<file path="config.mk">
export PLATFORM = sky130hd
export DESIGN_NAME = red_blob_frame_centre_core
export DESIGN_NICKNAME = d
export VERILOG_FILES = /design/src/rbfc_pkg.sv /design/src/red_blob_frame_centre_core.sv
export SDC_FILE = /design/constraint.sdc
export NUM_CORES = 1
export LEC_CHECK = 0
export ABC_CLOCK_PERIOD_IN_PS = 15010
export BUFFER_PORTS_ARGS = -buffer_cell sky130_fd_sc_hd__buf_2
export CORE_ASPECT_RATIO = 0.5
export CORE_MARGIN = 3
export CORE_UTILIZATION = 56
export CTS_BUF_LIST = sky130_fd_sc_hd__clkbuf_4 sky130_fd_sc_hd__clkbuf_8 sky130_fd_sc_hd__clkbuf_16
export DETAILED_ROUTE_END_ITERATION = 16
export GPL_ROUTABILITY_DRIVEN = 0
export GPL_TIMING_DRIVEN = 0
export HOLD_SLACK_MARGIN = 0.1
export MAX_ROUTING_LAYER = met4
export PLACE_DENSITY_LB_ADDON = 0.25
export SLEW_MARGIN = 20
export SYNTH_ARGS = -nofsm -noshare
export SYNTH_HDL_FRONTEND = slang
export SYNTH_SLANG_ARGS = --single-unit
</file>
<file path="constraint.sdc">
create_clock -name clk_i -period 15.01 [get_ports clk_i]
set_input_delay 0.7505 -clock clk_i [delete_from_list [all_inputs] [get_ports clk_i]]
set_output_delay 0.7505 -clock clk_i [all_outputs]
set_load 0.1 [all_outputs]
</file>
<file path="src/rbfc_pkg.sv">
// ----------------------------------------------------------------------------
// rbfc_pkg
// Shared widths, reset values and register map of the red blob frame centre.
// ----------------------------------------------------------------------------
package rbfc_pkg;

  // Default geometry, handed to the core as parameter defaults
  localparam int unsigned CoordBitsDefault = 10;
  localparam int unsigned CountBitsDefault = 20;

  // Fixed field widths
  localparam int unsigned LevelBits = 8;
  localparam int unsigned RatioBits = 6;
  localparam int unsigned StampBits = 16;
  localparam int unsigned MulBits   = RatioBits + LevelBits;

  // Red test: 10 * red against ratio (tenths) * channel
  localparam logic [3:0] RedScale = 4'd10;

  // Configuration register reset values
  localparam logic [RatioBits-1:0] RatioReset = 6'd14;
  localparam int unsigned          MinReset   = 100;

  // APB register map
  localparam int unsigned ApbDataBits = 32;
  localparam int unsigned ApbAddrBits = 3;

  typedef enum logic [0:0] {
    REG_RED_RATIO = 1'b0,
    REG_MIN_RED   = 1'b1
  } reg_idx_e;

endpackage

</file>
<file path="src/red_blob_frame_centre_core.sv">
// ----------------------------------------------------------------------------
// red_blob_frame_centre_core
// Red pixel classifier, counter and first/last blob centre per frame.
// ----------------------------------------------------------------------------
// The core takes one pixel beat per cycle in raster order and classifies it as
// red when 10*red exceeds both ratio*green and ratio*blue (ratio in tenths,
// register red_ratio_tenths, 14 after reset). It counts red pixels with a
// saturating counter and keeps the coordinates of the first red pixel of the
// frame and of the latest one after it; at frame end only the count is
// cleared, not the coordinates. The beat flagged by s_axis_tlast closes the
// frame: it is classified first, then one result beat is issued carrying the
// day flag (count above min_red_pixels), the midpoint centre of the first and
// latest red pixels, the frame time of that beat and the frame's red count.
// Other pixel beats produce no output. Throughput is one pixel per cycle: a
// beat sits in the input register, where it is classified and folded into
// the frame state, and a frame result then waits in the output register
// until taken. Only an end-of-frame beat can be held up by a stalled output;
// pixel beats keep flowing while a result waits. Configuration registers are
// on an APB port (red_ratio_tenths at 0x0, min_red_pixels at 0x4), pready is
// tied high, and they must only be written while the core is idle.
// ----------------------------------------------------------------------------
module red_blob_frame_centre_core #(
  parameter int unsigned COORD_BITS = rbfc_pkg::CoordBitsDefault,
  parameter int unsigned COUNT_BITS = rbfc_pkg::CountBitsDefault,
  localparam int unsigned InBits  = 2 * COORD_BITS + 3 * rbfc_pkg::LevelBits
                                    + rbfc_pkg::StampBits,
  localparam int unsigned InW     = ((InBits + 7) / 8) * 8,
  localparam int unsigned OutBits = 1 + 2 * COORD_BITS + rbfc_pkg::StampBits
                                    + COUNT_BITS,
  localparam int unsigned OutW    = ((OutBits + 7) / 8) * 8
) (
  input  logic                                clk_i,
  input  logic                                rst_ni,

  // Pixel stream
  input  logic                                s_axis_tvalid,
  output logic                                s_axis_tready,
  // tdata, low to high: pixel_col, pixel_row, red_level, green_level,
  // blue_level, frame_time, zero fill
  input  logic [InW-1:0]                      s_axis_tdata,
  input  logic                                s_axis_tlast,    // frame_end

  // Frame result stream
  output logic                                m_axis_tvalid,
  input  logic                                m_axis_tready,
  // tdata, low to high: sun_visible, centre_col, centre_row, stamp,
  // red_total, zero fill
  output logic [OutW-1:0]                     m_axis_tdata,

  // Configuration
  input  logic                                psel,
  input  logic                                penable,
  input  logic                                pwrite,
  input  logic [rbfc_pkg::ApbAddrBits-1:0]    paddr,
  input  logic [rbfc_pkg::ApbDataBits-1:0]    pwdata,
  output logic [rbfc_pkg::ApbDataBits-1:0]    prdata,
  output logic                                pready
);

  localparam int unsigned LB = rbfc_pkg::LevelBits;
  localparam int unsigned SB = rbfc_pkg::StampBits;
  localparam int unsigned RB = rbfc_pkg::RatioBits;
  localparam int unsigned MB = rbfc_pkg::MulBits;

  localparam int unsigned RowLo   = COORD_BITS;
  localparam int unsigned RedLo   = 2 * COORD_BITS;
  localparam int unsigned GreenLo = RedLo + LB;
  localparam int unsigned BlueLo  = GreenLo + LB;
  localparam int unsigned TimeLo  = BlueLo + LB;

  localparam logic [COUNT_BITS-1:0] CountMax = {COUNT_BITS{1'b1}};

  // --------------------------------------------------------------------------
  // Configuration registers
  // --------------------------------------------------------------------------
  logic [RB-1:0]         ratio_q;
  logic [COUNT_BITS-1:0] min_red_q;
  logic                  cfg_wr;
  rbfc_pkg::reg_idx_e    cfg_idx;

  assign pready  = 1'b1;
  assign cfg_wr  = psel & penable & pwrite & pready;
  assign cfg_idx = rbfc_pkg::reg_idx_e'(paddr[2]);

  always_ff @(posedge clk_i or negedge rst_ni) begin
    if (!rst_ni) begin
      ratio_q   <= rbfc_pkg::RatioReset;
      min_red_q <= COUNT_BITS'(rbfc_pkg::MinReset);
    end else if (cfg_wr) begin
      unique case (cfg_idx)
        rbfc_pkg::REG_RED_RATIO: ratio_q   <= pwdata[RB-1:0];
        rbfc_pkg::REG_MIN_RED:   min_red_q <= pwdata[COUNT_BITS-1:0];
        default: ;
      endcase
    end
  end

  always_comb begin
    prdata = '0;
    unique case (cfg_idx)
      rbfc_pkg::REG_RED_RATIO: prdata = rbfc_pkg::ApbDataBits'(ratio_q);
      rbfc_pkg::REG_MIN_RED:   prdata = rbfc_pkg::ApbDataBits'(min_red_q);
      default:                 prdata = '0;
    endcase
  end

  // --------------------------------------------------------------------------
  // Input register
  // --------------------------------------------------------------------------
  logic                  in_valid_q;
  logic [COORD_BITS-1:0] in_col_q, in_row_q;
  logic [LB-1:0]         in_red_q, in_green_q, in_blue_q;
  logic                  in_last_q;
  logic [SB-1:0]         in_time_q;
  logic                  in_adv;
  logic                  s_accept;

  // A held pixel moves on unless it closes a frame and the output is still full
  assign in_adv        = in_valid_q & (~in_last_q | ~m_axis_tvalid | m_axis_tready);
  assign s_axis_tready = ~in_valid_q | in_adv;
  assign s_accept      = s_axis_tvalid & s_axis_tready;

  always_ff @(posedge clk_i or negedge rst_ni) begin
    if (!rst_ni) begin
      in_valid_q <= 1'b0;
    end else if (s_axis_tready) begin
      in_valid_q <= s_axis_tvalid;
    end
  end

  always_ff @(posedge clk_i) begin
    if (s_accept) begin
      in_col_q   <= s_axis_tdata[COORD_BITS-1:0];
      in_row_q   <= s_axis_tdata[RowLo +: COORD_BITS];
      in_red_q   <= s_axis_tdata[RedLo +: LB];
      in_green_q <= s_axis_tdata[GreenLo +: LB];
      in_blue_q  <= s_axis_tdata[BlueLo +: LB];
      in_time_q  <= s_axis_tdata[TimeLo +: SB];
      in_last_q  <= s_axis_tlast;
    end
  end

  // --------------------------------------------------------------------------
  // Classify and fold into frame state
  // --------------------------------------------------------------------------
  logic [MB-1:0] red_scaled, green_scaled, blue_scaled;
  logic          is_red;

  assign red_scaled   = MB'(in_red_q) * MB'(rbfc_pkg::RedScale);
  assign green_scaled = MB'(ratio_q) * MB'(in_green_q);
  assign blue_scaled  = MB'(ratio_q) * MB'(in_blue_q);
  assign is_red       = (red_scaled > green_scaled) && (red_scaled > blue_scaled);

  logic [COUNT_BITS-1:0] count_q, count_d;
  logic [COORD_BITS-1:0] first_col_q, first_col_d, first_row_q, first_row_d;
  logic [COORD_BITS-1:0] last_col_q, last_col_d, last_row_q, last_row_d;

  always_comb begin
    count_d     = count_q;
    first_col_d = first_col_q;
    first_row_d = first_row_q;
    last_col_d  = last_col_q;
    last_row_d  = last_row_q;
    if (is_red) begin
      // First red pixel of the frame opens the blob, later ones extend it
      if (count_q == '0) begin
        first_col_d = in_col_q;
        first_row_d = in_row_q;
      end else begin
        last_col_d = in_col_q;
        last_row_d = in_row_q;
      end
      if (count_q != CountMax) begin
        count_d = count_q + COUNT_BITS'(1);
      end
    end
  end

  always_ff @(posedge clk_i or negedge rst_ni) begin
    if (!rst_ni) begin
      count_q     <= '0;
      first_col_q <= '0;
      first_row_q <= '0;
      last_col_q  <= '0;
      last_row_q  <= '0;
    end else if (in_adv) begin
      // Clear the count at frame end; coordinates carry over
      count_q     <= in_last_q ? '0 : count_d;
      first_col_q <= first_col_d;
      first_row_q <= first_row_d;
      last_col_q  <= last_col_d;
      last_row_q  <= last_row_d;
    end
  end

  // --------------------------------------------------------------------------
  // Frame result
  // --------------------------------------------------------------------------
  // start + (end - start) / 2 with the halving rounded toward zero
  function automatic logic [COORD_BITS-1:0] midpoint(
    input logic [COORD_BITS-1:0] start,
    input logic [COORD_BITS-1:0] stop
  );
    logic [COORD_BITS:0] diff;
    logic [COORD_BITS:0] half;
    logic [COORD_BITS:0] sum;
    diff = {1'b0, stop} - {1'b0, start};
    half = {diff[COORD_BITS], diff[COORD_BITS:1]}
           + {{COORD_BITS{1'b0}}, diff[COORD_BITS] & diff[0]};
    sum  = {1'b0, start} + half;
    return sum[COORD_BITS-1:0];
  endfunction

  logic                  out_valid_q;
  logic                  out_sun_q;
  logic [COORD_BITS-1:0] out_col_q, out_row_q;
  logic [SB-1:0]         out_stamp_q;
  logic [COUNT_BITS-1:0] out_total_q;
  logic                  out_load;

  assign out_load = in_adv & in_last_q;

  always_ff @(posedge clk_i or negedge rst_ni) begin
    if (!rst_ni) begin
      out_valid_q <= 1'b0;
    end else if (out_load) begin
      out_valid_q <= 1'b1;
    end else if (m_axis_tready) begin
      out_valid_q <= 1'b0;
    end
  end

  always_ff @(posedge clk_i) begin
    if (out_load) begin
      out_sun_q   <= count_d > min_red_q;
      out_col_q   <= midpoint(first_col_d, last_col_d);
      out_row_q   <= midpoint(first_row_d, last_row_d);
      out_stamp_q <= in_time_q;
      out_total_q <= count_d;
    end
  end

  assign m_axis_tvalid = out_valid_q;
  assign m_axis_tdata  = OutW'({out_total_q, out_stamp_q, out_row_q, out_col_q, out_sun_q});

endmodule
</file>
==> qor.yml, run 1 <==
status:
  status: "finished clean"
yosys:
  async_reset_ff_share_pct: 42.7
  syn_area_per_cell_um2: 10.5
  syn_inst: 1386
  netlist_area_um2: 14600
  synth_enable_flop_cells: 118
  ys_seq_elements: 206
  yosys_most_used_dff: "edfxtp_1"
  synth_cell_types: 86
  ys_seq_area_share_pct: 39.5
  yosys_warnings: 0
setup_path:
  worst_setup_path_end_kind: "flip-flop"
  critical_path_class: "flip-flop to flip-flop"
  crit_path_start_kind: "flip-flop"
  critPathMaxStageDelay_ns: 0.63
  critPathMostFrequentCell: "fa_1"
  cp_slowest_cell: "dfstp_2"
  cp_max_fo: 10
  critical_path_arrival_ns: 12.99
  cp_data_required_time_ns: 15.28
  r2r_cells: 45
layout:
  final_cell_mix: "buf_2 (167), inv_1 (148), nand2_1 (128), ha_1 (128), edfxtp_1 (118)"
  drive_gt1_share_pct: 20.4
  fillers: 1942
  final_common_cell: "buf_2"
  final_nets: 1891
  syn_to_final_growth_pct: 15.2
  antenna_cells: 0
floorplanning:
  start_util_pct: 57.4
  io_pins: 206
  die_h_um: 120
  core-area_um2: 25400
  die_area_um2: 28100
  rows: 41
  die_w_um: 234
clock_tree:
  cts_tree: "built"
  h-tree-depth: 1
  cts_buffers: 21
  root_buffer: "clkbuf_16"
  clkSinkCount: 206
  ctsHoldBuffers: 0
  clk_pin_slew_ns: 0.07
  clk_latency_ns: 0.52
  cts_setup_buffers: 0
  cts_buffer_depth: 3
  cts_resized: 0
timing:
  timing.fmax_ghz: 0.0786
  setup_violations: 0
  worst_slew_pin_slew_ns: 0.978
  fin_crit_sh_pct: 84.7
  hold_viol_final: 0
  slew_violations: 0
  rsz0062_at_grt: "no"
  relSlewSlack_pct: 34.0
  setup_tns_ns: 0
  fin_worst_skew_ns: 0.0185
  period_needed_ns: 12.72
global_routing:
  grt_overflow: 0
  grt_max_degree: 46
  grt_first_pass_wirelength_um: 56200
  first_global_vias: 11400
  grtUsageTotal_pct: 25.7
  grt_antenna_before_repair: 0
route:
  ant_nets: 0
  via_per_inst: 5.64
  drt_iter0_drc: 731
  firstDrtPassIters: 5
  drc_errors: 0
  routedWlPerCell_um: 17.7
  vias: 11000
  routed_wl_um: 34600
placement:
  hpwl_um: 26600
  portBuffers: 167
run:
  maxCapViolations: 0
hold_path:
  hp-class: "input pin to async pin"
## cells in the mapped netlist, drive strengths merged, types with 19 or more instances
cell	number	share of area, %
edfxtp	118	24
xnor2	39	2.3
fa	57	7.8
a21o	23	1.2
mux2	52	4.0
xor2	31	1.9
nand3	20	0.72
ha	128	11
clkbuf	31	0.81
nor2	55	1.5
a21oi	61	2.1
mux2i	19	1.3
dfrtp	82	14
nand2	129	3.3
buf	25	1.2
o21ai	74	2.5
and2	94	4.1
inv	148	3.8
## area by class of cell
cell class	count	area, um^2	area share, %
multi-input combinational	994	8040	47.9
clock buffer	24	561	3.34
clock inverter	14	176	1.05
sequential	206	5750	34.3
inverter	148	556	3.31
buffer	56	299	1.78
timing repair buffer	172	968	5.77
tap	344	430	2.56
## registers in the layout, summed over array words and instances, names as in the netlist, 16 cells and up
name / flops
count_q: 20
in_time_q: 16
min_red_q: 20
out_stamp_q: 16
out_total_q: 20
## cells by family (layout without fill, tap and decap cells)
kind of cell | count (synthesis) | count (layout) | share of synthesized area (%)
other cells | 2 | 20 | 0.0515
simple gates | 387 | 387 | 13.8
xor+xnor | 70 | 70 | 4.26
compound gates | 256 | 256 | 12.0
fa+ha+maj | 190 | 190 | 19.2
flops | 206 | 206 | 39.5
mux | 71 | 71 | 5.32
buf+inv | 204 | 414 | 5.86
## worst max-delay path: cells and delay by family, from the launching register on
kind            cells  cell delay (ns)
compound gates     15             3.93
fa+ha+maj          10             3.83
simple gates        9             1.88
buf+inv             8             1.60
flops               1             0.63
xor+xnor            2             0.32
mux                 1             0.29
## per-stage QoR
stage                     utilization (%)  hold WS [ns]  instance area [um^2]  worst slack (ns)  instances
after floorplan                         -         0.400                 14600              4.50       1404
after detailed placement             63.2         0.405                 16000              2.45       1920
after global routing                 66.1         0.266                 16800              1.63       1958
final                                66.1         0.238                 16800              2.29       1958
after CTS                            66.1         0.246                 16800              2.41       1958
after global placement               62.6         0.401                 15900              2.71       1915
## per-layer routing
layer	track usage (%)	share of wire, %
met1	33.3	44
met2	42.9	49
met3	3.32	4.7
met4	7.18	2.5
met5	-	0
## worst paths after layout
kind                       slack, ns              end              from
min in group clk_i              0.40     in_time_q[9]  s_axis_tdata[53]
max in group asynchronous      14.09   first_row_q[9]            rst_ni
hold reg to reg                 0.42  out_stamp_q[11]     in_time_q[11]
hold / removal                  0.24    min_red_q[13]            rst_ni
setup reg to reg                2.29     out_row_q[8]        ratio_q[1]
setup / recovery                2.29     out_row_q[8]        ratio_q[1]
Power of run 1 is left out: the tool's default activity adds up to more than one toggle a clock period on the data nets, which glitch-free logic cannot reach.
==> run 2: changes to the inputs <==
--- a/config.mk
+++ b/config.mk
@@ -5,7 +5,7 @@
 export SDC_FILE = /design/constraint.sdc
 export NUM_CORES = 1
 export LEC_CHECK = 0
-export ABC_CLOCK_PERIOD_IN_PS = 15010
+export ABC_CLOCK_PERIOD_IN_PS = 13200
 export BUFFER_PORTS_ARGS = -buffer_cell sky130_fd_sc_hd__buf_2
 export CORE_ASPECT_RATIO = 0.5
 export CORE_MARGIN = 3
==> constraint.sdc (replaced) <==
create_clock -name clk_i -period 13.2 [get_ports clk_i]
set_input_delay 0.66 -clock clk_i [delete_from_list [all_inputs] [get_ports clk_i]]
set_output_delay 0.66 -clock clk_i [all_outputs]
set_load 0.1 [all_outputs]
==> run 2 against run 1 <==
Die area is the same. Clock skew hardly changed. Largest cell class unchanged. Final cell count increased by 0.10%. First-iteration DRC count is the same. Cell area about the same. Utilization is 0.064 points higher.
==> qor.yml, run 2 (synthesis results as in run 1) <==
clock_tree:
  clkSinkCount: 206  # unchanged
  clk_latency_ns: 0.52  # about the same
  root_buffer: "clkbuf_16"
  cts_buffers: 21  # unchanged
  cts_tree: "built"
  h-tree-depth: 1  # unchanged
  cts_buffer_depth: 3  # unchanged
  clk_pin_slew_ns: 0.07  # about the same
  ctsHoldBuffers: 0  # unchanged
route:
  firstDrtPassIters: 5  # unchanged
  drt_iter0_drc: 731  # unchanged
  routed_wl_um: 34700  # +0.22%
  routedWlPerCell_um: 17.7  # +0.12%
  vias: 11100  # +0.054%
  via_per_inst: 5.64  # about the same
  ant_nets: 0  # unchanged
  drc_errors: 0  # unchanged
setup_path:
  path_buf_inv: 9  # +1
  critical_path_class: "flip-flop to flip-flop"
  critical_path_arrival_ns: 12.82  # -0.17 ns
  cp_top_family: "adder cells"
  crit_path_start_kind: "flip-flop"
  cp_slowest_cell: "buf_1"
  crit_cells: 46  # +2.2%
  crit-reg2reg-launch: "ratio_q[1]"
  critPathMostFrequentCell: "fa_1"
  critPathMaxStageDelay_ns: 0.75  # +0.12 ns
  cp_max_fo: 10  # unchanged
  r2r_cells: 46  # +2.2%
  cp_data_required_time_ns: 13.47  # -1.81 ns
  regToRegSetupSlack_ns: 0.65  # -1.64 ns
  rr_endpoint: "out_row_q[8]"
  worst_setup_path_end_kind: "flip-flop"
global_routing:
  grt_antenna_before_repair: 0  # unchanged
  grt_first_pass_wirelength_um: 56200  # unchanged
  grtUsageTotal_pct: 25.7  # unchanged
  grt_overflow: 0  # unchanged
  first_global_vias: 11400  # unchanged
  grt_max_degree: 46  # unchanged
placement:
  portBuffers: 167  # unchanged
  placed_cell_area_um2: 16000  # unchanged
  hpwl_um: 26600  # unchanged
layout:
  syn_to_final_growth_pct: 15.3  # about the same
  final_nets: 1893  # +0.11%
  stdcell_area_um2: 16800  # about the same
  reg_top3: "count_q x20, min_red_q x20, out_total_q x20"
  regArea_um2: 5750  # unchanged
  final_cell_mix: "buf_2 (167), inv_1 (148), nand2_1 (128), ha_1 (128), edfxtp_1 (118)"
  antenna_cells: 0  # unchanged
  final_common_cell: "buf_2"
  multi_input_area_um2: 8040  # unchanged
  fillers: 1940  # -0.10%
  drive_gt1_share_pct: 20.6  # +0.16 points
floorplanning:
  core-area_um2: 25400  # unchanged
  die_area_um2: 28100  # unchanged
  rows: 41  # unchanged
  io_pins: 206  # unchanged
  die_h_um: 120  # unchanged
  die_w_um: 234  # unchanged
  start_util_pct: 57.4  # unchanged
timing:
  whs_ns: 0.151  # -0.0872 ns
  worst_slew_pin_slew_ns: 0.975  # -0.00228 ns
  hold_viol_final: 0  # unchanged
  fin_crit_sh_pct: 95.0  # +10 points
  relSlewSlack_pct: 35.0  # +1.0 points
  period_needed_ns: 12.55  # -0.172 ns
  setup_tns_ns: 0  # unchanged
  setup_violations: 0  # unchanged
  timing.fmax_ghz: 0.0797  # +1.4%
  rsz0062_at_grt: "no"
  fin_worst_skew_ns: 0.0181  # -0.000364 ns
  slew_violations: 0  # unchanged
hold_path:
  hp-class: "input pin to async pin"
status:
  status: "finished clean"
run:
  maxCapViolations: 0  # unchanged
[run 2: metal layers]
| metal | GRT usage [%] | vias up | part of all wire (%) |
|---|---|---|---|
| met4 | 7.18 | 0 | 2.7 |
| met3 | 3.32 | 80 | 4.7 |
| met1 | 33.3 | 5458 | 44 |
| met2 | 42.9 | 288 | 49 |
| li1 | - | 5224 | - |
| met5 | - | - | 0 |
[run 2: cell type report]
type	count	share of cell area [%]
multi-input cells	994	47.9
flip-flops and latches	206	34.2
repair buffers	174	5.85
clock buffers	24	3.34
inverters	148	3.31
well taps	344	2.56
plain buffers	56	1.79
clock inverters	14	1.05
[run 2: timing repair]
| action | 4_1_cts | 5_1_grt |
|---|---|---|
| endpoints found under the hold margin | 0 | 0 |
| setup endpoints to repair | 0 | 3 |
| resized for setup | 0 | 2 |
| buffers inserted | 0 | 2 |
[run 2: how the worst max path moves through the flow]
stage,start,to,slack [ns]
2_1_floorplan,ratio_q[3],out_row_q[8],2.69
3_3_place_gp,ratio_q[1],out_row_q[8],0.90
3_5_place_dp,ratio_q[1],out_row_q[8],0.64
4_1_cts,ratio_q[1],out_row_q[8],0.60
5_1_grt,ratio_q[1],out_row_q[8],0.03
6_report,ratio_q[1],out_row_q[8],0.65
[run 2: metrics by stage]
| stage | setup WS [ns] | std cells | utilization [%] |
|---|---|---|---|
| final | 0.654 | 1960 | 66.2 |
| after global routing | 0.0279 | 1960 | 66.2 |
| after CTS | 0.604 | 1958 | 66.1 |
| after detailed placement | 0.635 | 1920 | 63.2 |
| after global placement | 0.902 | 1915 | 62.6 |
| after floorplan | 2.69 | 1404 | - |
Power of run 2 is left out for the same reason.
